[config.mk]
export PLATFORM = sky130hd
export DESIGN_NAME = mbm_ctrl
export DESIGN_NICKNAME = d
export VERILOG_FILES = /design/src/mbm_pkg.sv /design/src/mbm_ctrl.sv
export SDC_FILE = /design/constraint.sdc
export NUM_CORES = 1
export LEC_CHECK = 0
export BUFFER_PORTS_ARGS = -buffer_cell sky130_fd_sc_hd__buf_2
export CAP_MARGIN = 15
export CORE_MARGIN = 2
export CORE_UTILIZATION = 30
export CTS_BUF_LIST = sky130_fd_sc_hd__clkbuf_2 sky130_fd_sc_hd__clkbuf_4 sky130_fd_sc_hd__clkbuf_8
export DETAILED_ROUTE_END_ITERATION = 10
export PLACE_DENSITY = 0.69
export SKIP_CTS_REPAIR_TIMING = 1
export SYNTH_ARGS = -nofsm -noshare
export SYNTH_HDL_FRONTEND = slang
export SYNTH_SLANG_ARGS = --single-unit
[constraint.sdc]
create_clock -name clk -period 1.09 [get_ports clk]
set_input_delay 0.1635 -clock clk [delete_from_list [all_inputs] [get_ports clk]]
set_output_delay 0.1635 -clock clk [all_outputs]
set_load 0.03 [all_outputs]
[src/mbm_pkg.sv]
package mbm_pkg;

    localparam logic [1:0] OP_START = 2'd0;
    localparam logic [1:0] OP_BASE  = 2'd1;
    localparam logic [1:0] OP_GLYPH = 2'd2;
    localparam logic [1:0] OP_READ  = 2'd3;

    localparam int CFG_IDX_W  = 3;
    localparam int CFG_DATA_W = 10;

    localparam logic [CFG_IDX_W-1:0] REG_BASE_X       = 3'd0;
    localparam logic [CFG_IDX_W-1:0] REG_BASE_BOTTOM  = 3'd1;
    localparam logic [CFG_IDX_W-1:0] REG_BASE_WIDTH   = 3'd2;
    localparam logic [CFG_IDX_W-1:0] REG_BASE_HEIGHT  = 3'd3;
    localparam logic [CFG_IDX_W-1:0] REG_GLYPH_GAP    = 3'd4;
    localparam logic [CFG_IDX_W-1:0] REG_GLYPH_BOTTOM = 3'd5;
    localparam logic [CFG_IDX_W-1:0] REG_GLYPH_WIDTH  = 3'd6;
    localparam logic [CFG_IDX_W-1:0] REG_GLYPH_HEIGHT = 3'd7;

    // Byte offsets into the combined box: an 11-bit row times an 8-bit pitch.
    localparam int OFF_W = 19;

    typedef struct packed {
        logic take_item;
        logic start;
        logic clr_write;
        logic geo_a;
        logic geo_b;
        logic mul;
        logic addr;
        logic rd_lo;
        logic wr_lo;
        logic wr_hi;
        logic rd_idx;
        logic load_result;
    } mbm_cmd_t;

    typedef struct packed {
        logic [1:0] op;
        logic       place;
        logic       clr_last;
    } mbm_status_t;

endpackage

[src/mbm_ctrl.sv]
module mbm_ctrl (
    input  logic                 clk,
    input  logic                 rst_n,
    input  logic                 item_valid,
    output logic                 item_ready,
    input  logic [1:0]           operation,
    output logic                 result_valid,
    input  logic                 result_ready,
    input  mbm_pkg::mbm_status_t status,
    output mbm_pkg::mbm_cmd_t    cmd
);

    localparam logic [3:0] S_CLEAR  = 4'd0;
    localparam logic [3:0] S_IDLE   = 4'd1;
    localparam logic [3:0] S_GEO_A  = 4'd2;
    localparam logic [3:0] S_GEO_B  = 4'd3;
    localparam logic [3:0] S_MUL    = 4'd4;
    localparam logic [3:0] S_ADDR   = 4'd5;
    localparam logic [3:0] S_RD_LO  = 4'd6;
    localparam logic [3:0] S_WR_LO  = 4'd7;
    localparam logic [3:0] S_WR_HI  = 4'd8;
    localparam logic [3:0] S_RD_IDX = 4'd9;
    localparam logic [3:0] S_RESULT = 4'd10;

    logic [3:0] state_reg;
    logic [3:0] state_next;
    logic       out_valid_reg;
    logic       out_valid_next;
    logic       out_free;

    assign out_free = !out_valid_reg || result_ready;

    always_comb
    begin
        cmd        = '0;
        state_next = state_reg;
        item_ready = 1'b0;
        unique case (state_reg)
            S_CLEAR:
            begin
                cmd.clr_write = 1'b1;
                if (status.clr_last)
                begin
                    state_next = S_IDLE;
                end
            end
            S_IDLE:
            begin
                item_ready = 1'b1;
                if (item_valid)
                begin
                    cmd.take_item = 1'b1;
                    if (operation == mbm_pkg::OP_START)
                    begin
                        cmd.start  = 1'b1;
                        state_next = S_CLEAR;
                    end
                    else
                    begin
                        state_next = S_GEO_A;
                    end
                end
            end
            S_GEO_A:
            begin
                cmd.geo_a  = 1'b1;
                state_next = S_GEO_B;
            end
            S_GEO_B:
            begin
                cmd.geo_b  = 1'b1;
                state_next = S_MUL;
            end
            S_MUL:
            begin
                cmd.mul = 1'b1;
                priority if (status.op == mbm_pkg::OP_READ)
                begin
                    state_next = S_RD_IDX;
                end
                else if (status.place)
                begin
                    state_next = S_ADDR;
                end
                else
                begin
                    state_next = S_IDLE;
                end
            end
            S_ADDR:
            begin
                cmd.addr   = 1'b1;
                state_next = S_RD_LO;
            end
            S_RD_LO:
            begin
                cmd.rd_lo  = 1'b1;
                state_next = S_WR_LO;
            end
            S_WR_LO:
            begin
                cmd.wr_lo  = 1'b1;
                state_next = S_WR_HI;
            end
            S_WR_HI:
            begin
                cmd.wr_hi  = 1'b1;
                state_next = S_IDLE;
            end
            S_RD_IDX:
            begin
                cmd.rd_idx = 1'b1;
                state_next = S_RESULT;
            end
            S_RESULT:
            begin
                if (out_free)
                begin
                    cmd.load_result = 1'b1;
                    state_next      = S_IDLE;
                end
            end
            default:
            begin
                state_next = S_IDLE;
            end
        endcase
    end

    always_comb
    begin
        out_valid_next = out_valid_reg;
        if (cmd.load_result)
        begin
            out_valid_next = 1'b1;
        end
        else if (result_ready)
        begin
            out_valid_next = 1'b0;
        end
    end

    always_ff @(posedge clk or negedge rst_n)
    begin
        if (!rst_n)
        begin
            state_reg     <= S_CLEAR;
            out_valid_reg <= 1'b0;
        end
        else
        begin
            state_reg     <= state_next;
            out_valid_reg <= out_valid_next;
        end
    end

    assign result_valid = out_valid_reg;

    a_start_clears: assert property (@(posedge clk) disable iff (!rst_n)
        (item_valid && item_ready && operation == mbm_pkg::OP_START) |=> state_reg == S_CLEAR)
        else $error("start transfer did not begin a clearing pass");

    a_result_not_overwritten: assert property (@(posedge clk) disable iff (!rst_n)
        cmd.load_result |-> (!out_valid_reg || result_ready))
        else $error("pending result overwritten");

    a_clear_ends: assert property (@(posedge clk) disable iff (!rst_n)
        (state_reg == S_CLEAR && status.clr_last) |=> state_reg == S_IDLE)
        else $error("clearing pass did not end after the last address");

    a_write_follows_read: assert property (@(posedge clk) disable iff (!rst_n)
        cmd.wr_lo |-> $past(cmd.rd_lo))
        else $error("store write without a preceding read");

endmodule

Yosys cells after proc, flatten, opt, wreduce, memory -nomap -nowiden
Index checks and enable logic that the tools add are counted.
{"block": "totals", "inputBits": 10, "elab_cells": 46, "reg_bits": 5, "output_inout_bits": 14}
{"block": "op_classes", "n_reduce_logical": 6, "n_eq_ne": 14, "mux": 24}
{"cell": "4-bit case mux with 10 select lines", "n": 1}
{"cell": "4-bit by 3-bit equality test with 1-bit output (second input constant)", "n": 4}
{"cell": "4-bit two-way mux", "n": 4}
{"cell": "1-bit two-way mux", "n": 15}
{"cell": "4-bit equality test (second input constant)", "n": 3}
{"cell": "4-bit by 2-bit equality test with 1-bit output (second input constant)", "n": 2}
{"cell": "2-bit two-way mux", "n": 3}
{"cell": "2-bit inequality test (second input constant)", "n": 3}
{"cell": "4-bit by 1-bit equality test with 1-bit output (second input constant)", "n": 1}
{"cell": "4-bit zero test", "n": 1}
{"cell": "3-bit two-way mux", "n": 1}
{"cell": "3-bit AND reduction", "n": 1}
{"cell": "2-bit equality test (second input constant)", "n": 1}
{"cell": "2-bit zero test", "n": 1}
{"cell": "2-bit nonzero test", "n": 1}
{"cell": "1-bit zero test", "n": 1}
{"cell": "1-bit logical OR", "n": 1}

Depth between registers and ports, before layout
Gate-level depths: netlist of run 1.
{"block": "depth", "word_depth": 5, "depth_mapped": 6}

Worst setup path before layout of run 1
OpenSTA, ideal clock, no wires.
{"block": "synth_timing", "path_type": "register to output", "start": "register state_reg[1]", "end": "output cmd[10] (netlist bit)", "t_arrival_ps": 1719, "path_stages_with_launch": 7, "path_slack_ps": -792, "required_ps": 927, "cell_sequence": "dfrtp_1 > buf_4 > inv_1 > nand3_1 > inv_1 > and2_1 > nor3b_2"}
{"element": "from (decl)", "line": "mbm_ctrl.sv:25", "rtl": "logic [3:0] state_reg;"}
{"element": "from (signal assigned)", "line": "mbm_ctrl.sv:152", "rtl": "state_reg <= state_next;"}
{"element": "to (decl)", "line": "mbm_ctrl.sv:10", "rtl": "output mbm_pkg::mbm_cmd_t cmd"}

==> results of run 1 <==
## area by class of cell
cell class	count	area share [%]
well taps	15	1.90
multi-input cells	39	41.6
inverters	3	1.39
repair buffers	45	39.1
clock buffers	4	3.04
flip-flops and latches	5	12.9
## worst max-delay path, cell delays in order, from the launching register on
cell     delay (ns)
dfrtp_1        0.39
nor2_2         0.15
nand3_2        0.11
inv_4          0.07
and2_4         0.13
nor3b_4        0.17
buf_6          0.15
## Yosys cell counts (2+ instances only)
library cell | count | share of area (%)
a211oi_1 | 2 | 3.5
a21oi_1 | 2 | 2.3
buf_4 | 2 | 3.5
buf_6 | 2 | 5.2
dfrtp_1 | 5 | 29
inv_1 | 3 | 2.6
nand2_1 | 2 | 1.7
nand2b_1 | 4 | 5.8
nor2_1 | 6 | 5.2
nor3_1 | 5 | 5.8
o21ai_0 | 3 | 3.5
## stage by stage
stage / setup WS (ns) / power [mW]
floorplan: -0.378 / 1.58
global placement: -0.223 / 1.99
detailed placement: -0.242 / 2.00
CTS: -0.525 / 2.26
global route: -0.551 / 3.43
finish: -0.482 / 3.27
## power by group through the flow
stage	logic, mW	clock network (mW)	registers, mW
floorplan	1.23	0	0.351
CTS	1.67	0.249	0.336
detailed placement	1.66	0	0.336
global placement	1.65	0	0.332
finish	2.65	0.246	0.377
global route	2.78	0.261	0.386
## how the worst max path moves through the flow
stage | from | end | slack (ns) | depth (start not counted)
after floorplan | state_reg[1] | cmd[10] | -0.38 | 6
after global placement | state_reg[2] | cmd[10] | -0.22 | 6
after detailed placement | state_reg[2] | cmd[10] | -0.24 | 6
after CTS | state_reg[2] | cmd[10] | -0.53 | 6
after global routing | state_reg[3] | cmd[10] | -0.55 | 6
final | state_reg[3] | cmd[10] | -0.48 | 6
## logic make-up after synthesis
| kind of cell | after synthesis | synth area share, % |
|---|---|---|
| buffers and inverters | 8 | 12.5 |
| DFF | 5 | 29.1 |
| muxes | 1 | 2.33 |
| and+or+nand+nor | 25 | 33.7 |
| AOI/OAI and AO/OA | 13 | 22.4 |
## per-layer routing
metal | GRT usage, % | vias up | part of all wire [%]
met1 | 17.7 | 300 | 37
met3 | 7.83 | 6 | 6.6
li1 | - | 277 | -
met4 | 5.81 | 0 | 1.9
met2 | 25.6 | 33 | 55
met5 | 0 | - | 0
==> metrics.txt, run 1 <==
crit path time final=1.57 ns; area grow syn2layout=130%; register area=128 sq um; setup_tns=-5.14 ns; Clock Skews=0.00449 ns; failing checks=setup timing; Max Cap Violations=0; largest net degree at the start of global routing=12; CP max FO=2; class of the worst hold path=in -> reg; area occupied by multi-input gates=412 sq um; status=complete, but fails checks; max reg flops=4; core area=1320 sq um; worst-margin pin slew=0.346 ns; Cell variety after synth=27; period utilization=144%; clock root cell=clkbuf_4; synthesized area=430 sq um; final-report setup violation count=16; die area=1750 sq um; Rows=13; Vias/cell=5.55; sw frac=47.4%; Final Max Slew Viols=0; RD Place Congestion=0.793; static leakage=0.440 nW; Main synth FF type=dfrtp_1; sequential share of the synthesized area=29.1%; Async S/R FF share, synth=100%; Antenna diodes=0; Syn Area/Cell=8.28 sq um; total clock buffers created by CTS=3; PD cells=3310 nW/um^2; CTS clk-pin slew, worst paths=0.05 ns; Clk pwr share=7.5%; type of origin of the critical path=register; DRT Pass-1 Iters=6; startpoint of the worst hold path=item_valid; DRT iter0 DRCs=10; DRC violations left=0; number of synthesized flops with an enable pin=0; Fin. Hold Viols=0; htree depth=1; Sinks on Clock Net=5; unrepaired setup endpoints after global routing=yes; Fillers=100; ANT nets after route=0; initial antenna violation count=0; Routed WL per cell=16.1 microns; Required @ worst endpoint=0.93 ns; Layout Nets=107; most frequent cells in the layout=buf_4, buf_6, buf_2; Reg2Reg Capture Point=state_reg[0]; Yosys warnings=0; Max clock buf depth=2; fmax=636 MHz; vias in the first global route=485; worst vdd ir=0.00205 V; sequential share of power=11.5%; Final HPWL DP=963 microns; via count=616; design area=988 sq um; # placed instances=96; number of I/O port buffers=23; Layout Cells excl Fill=111; reg2reg start=state_reg[0]; Final Worst Setup Slack=-0.482 ns; effective utilization at floorplan=32.7%; final core occ=75.0%; Comb pwr share=81.0%; CTS tree=yes; die width=41.9 microns; Reg2Reg Depth=5; Pint=1.72 mW; global route overflow=0; WL final=1.79 mm; Post-DP Area=681 sq um; Worst Path Arrival=1.41 ns; Psw=1.55 mW; Setup CP Type=reg -> out; flops & latches, synth=5; Clk Latency, worst-skew pair=0.25 ns; syn nets=62; Tot GR Track Use=15.8%; synthesized instance count=52; IO Count=24; WHS Path Cells=2; share of layout cells above drive strength 1=79.2%; worst hold slack=0.153 ns; first-pass GRT wire length=2.06 mm; chip height=41.9 microns; reg-to-reg setup timing slack=-0.22 ns; crit end category=output pin; commonest non-fill, non-tap cell in the layout=buf_4; max_slew headroom=76.7%; Worst Hold Endpoint=state_reg[0]
No activity file was read; power rests on OpenSTA's default activity.
==> run 2: changes to the inputs <==
--- a/config.mk
+++ b/config.mk
@@ -9,7 +9,7 @@
 export CAP_MARGIN = 15
 export CORE_MARGIN = 2
 export CORE_UTILIZATION = 30
-export CTS_BUF_LIST = sky130_fd_sc_hd__clkbuf_2 sky130_fd_sc_hd__clkbuf_4 sky130_fd_sc_hd__clkbuf_8
+export CTS_BUF_LIST = sky130_fd_sc_hd__clkbuf_8
 export DETAILED_ROUTE_END_ITERATION = 10
 export PLACE_DENSITY = 0.69
 export SKIP_CTS_REPAIR_TIMING = 1
==> run 2 against run 1 <==
Fmax up 0.96%. Core utilization down 6.8 points. The run still ends with setup timing left. Non-clock buffer count down 2. Clock power up 37%. Via count down 11%. Highest routed layer unchanged.
==> metrics.txt, run 2 (same netlist as run 1, synthesis figures left out) <==
worst hold slack=0.178 ns (+0.0255 ns); period utilization=143% (-1.4 points); Final Max Slew Viols=0 (unchanged); Worst Path Arrival=1.39 ns (-0.02 ns); number of I/O port buffers=23 (unchanged); initial antenna violation count=0 (unchanged); Comb pwr share=76.4% (-4.6 points); core area=1320 sq um (unchanged); Layout Nets=105 (-1.9%); CTS tree=yes; total clock buffers created by CTS=3 (unchanged); Routed WL per cell=13.9 microns (-14%); Tot GR Track Use=15.8% (unchanged); worst-margin pin slew=0.216 ns (-0.130 ns); crit path time final=1.56 ns (-0.0150 ns); DRT iter0 DRCs=5 (-5); die width=41.9 microns (unchanged); unrepaired setup endpoints after global routing=yes; Fin. Hold Viols=0 (unchanged); most frequent cells in the layout=buf_4, buf_2, buf_6; max reg flops=4 (unchanged); CP max FO=2 (unchanged); Final HPWL DP=963 microns (unchanged); clock root cell=clkbuf_8; Antenna diodes=0 (unchanged); class of the worst hold path=in -> reg; die area=1750 sq um (unchanged); Place WS=-0.242 ns (unchanged); Setup CP Type=reg -> out; type of origin of the critical path=register; effective utilization at floorplan=32.7% (unchanged); Bufs and invs on worst path=2 (unchanged); design area=898 sq um (-9.1%); largest net degree at the start of global routing=12 (unchanged); htree depth=1 (unchanged); CP Cell Sequence=nor2_2 -> nand3_2 -> inv_4 -> and2_4 -> nor3b_4 -> buf_6; via count=551 (-11%); area occupied by multi-input gates=357 sq um (-13%); IO Count=24 (unchanged); Required @ worst endpoint=0.93 ns (about the same); Final Worst Setup Slack=-0.467 ns (+0.0150 ns); max_slew headroom=85.5% (+8.7 points); Fillers=114 (+14%); Sinks on Clock Net=5 (unchanged); failing checks=setup timing; PD cells=3210 nW/um^2 (-3.1%); WL final=1.52 mm (-15%); Vias/cell=5.06 (-8.9%); worst vdd ir=0.00182 V (-11%); DRC violations left=0 (unchanged); area grow syn2layout=109%; chip height=41.9 microns (unchanged); CP max stage delay=0.38 ns (about the same); DRT Pass-1 Iters=4 (-2); Clk Latency, worst-skew pair=0.22 ns (-0.03 ns); RD Place Congestion=0.793 (unchanged); Clock Skews=0.00250 ns (-0.00198 ns); sw frac=46.2% (-1.1 points); Post-DP Area=681 sq um (unchanged); vias in the first global route=500 (+3.1%); Worst path top cell family by delay=simple AND/OR/NAND/NOR gates; Max Cap Violations=0 (unchanged); commonest non-fill, non-tap cell in the layout=buf_4; CTS clk-pin slew, worst paths=0.04 ns (about the same); ANT nets after route=0 (unchanged); Pint=1.55 mW (-10%); Clk pwr share=11.7% (+4.2 points); slowest CP cell=dfrtp_1; Psw=1.33 mW (-14%); sequential share of power=11.9% (+0.4 points); crit end category=output pin; first-pass GRT wire length=2.10 mm (+2.0%); final-report setup violation count=16 (unchanged); global route overflow=0 (unchanged); static leakage=0.410 nW (-6.8%); Max clock buf depth=2 (unchanged); Rows=13 (unchanged); status=complete, but fails checks; fmax=642 MHz (+0.96%); register area=126 sq um (-0.98%); share of layout cells above drive strength 1=73.4% (-5.8 points)
[run 2: final cells by class]
class | count | area share (%)
Timing Repair Buffer | 43 | 37.6
Multi-Input combinational cell | 39 | 39.7
Inverter | 3 | 1.53
Sequential cell | 5 | 14.1
Clock inverter | 1 | 0.418
Tap cell | 15 | 2.09
Clock buffer | 3 | 4.60
[run 2: final timing paths]
kind	start	to	slack [ns]	depth (start not counted)
setup / recovery	state_reg[3]	cmd[10]	-0.47	6
hold / removal	item_valid	state_reg[0]	0.18	2
setup reg to reg	state_reg[2]	state_reg[0]	-0.27	5
hold reg to reg	result_valid	result_valid	0.69	3
max in group asynchronous	rst_n	result_valid	0.65	2
min in group asynchronous	rst_n	state_reg[0]	0.29	2
[run 2: per-stage QoR]
step                      power (mW)  cells  setup TNS [ns]  utilization, %
after floorplan                 1.58     52           -1.93               -
after global placement          1.99     96           -2.20            51.7
after detailed placement        2.00     96           -2.30            51.7
after CTS                       2.34    100           -5.39            55.1
after global routing            3.05    109           -6.13            68.2
final                           2.88    109           -5.32            68.2
[run 2: routing by layer]
layer  vias up  part of all wire, %  track usage, %
li1        269                    -               -
met1       254                   38            17.7
met4         0                  2.8            3.87
met2        24                   53            26.6
met5         -                    0               0
met3         4                  6.6            7.83
[run 2: power groups by stage]
stage | Sequential, mW | Combinational [mW] | Clock, mW
after floorplan | 0.351 | 1.23 | 0
after CTS | 0.335 | 1.67 | 0.341
after global routing | 0.351 | 2.34 | 0.357
final | 0.344 | 2.20 | 0.337
after detailed placement | 0.336 | 1.66 | 0
after global placement | 0.332 | 1.65 | 0
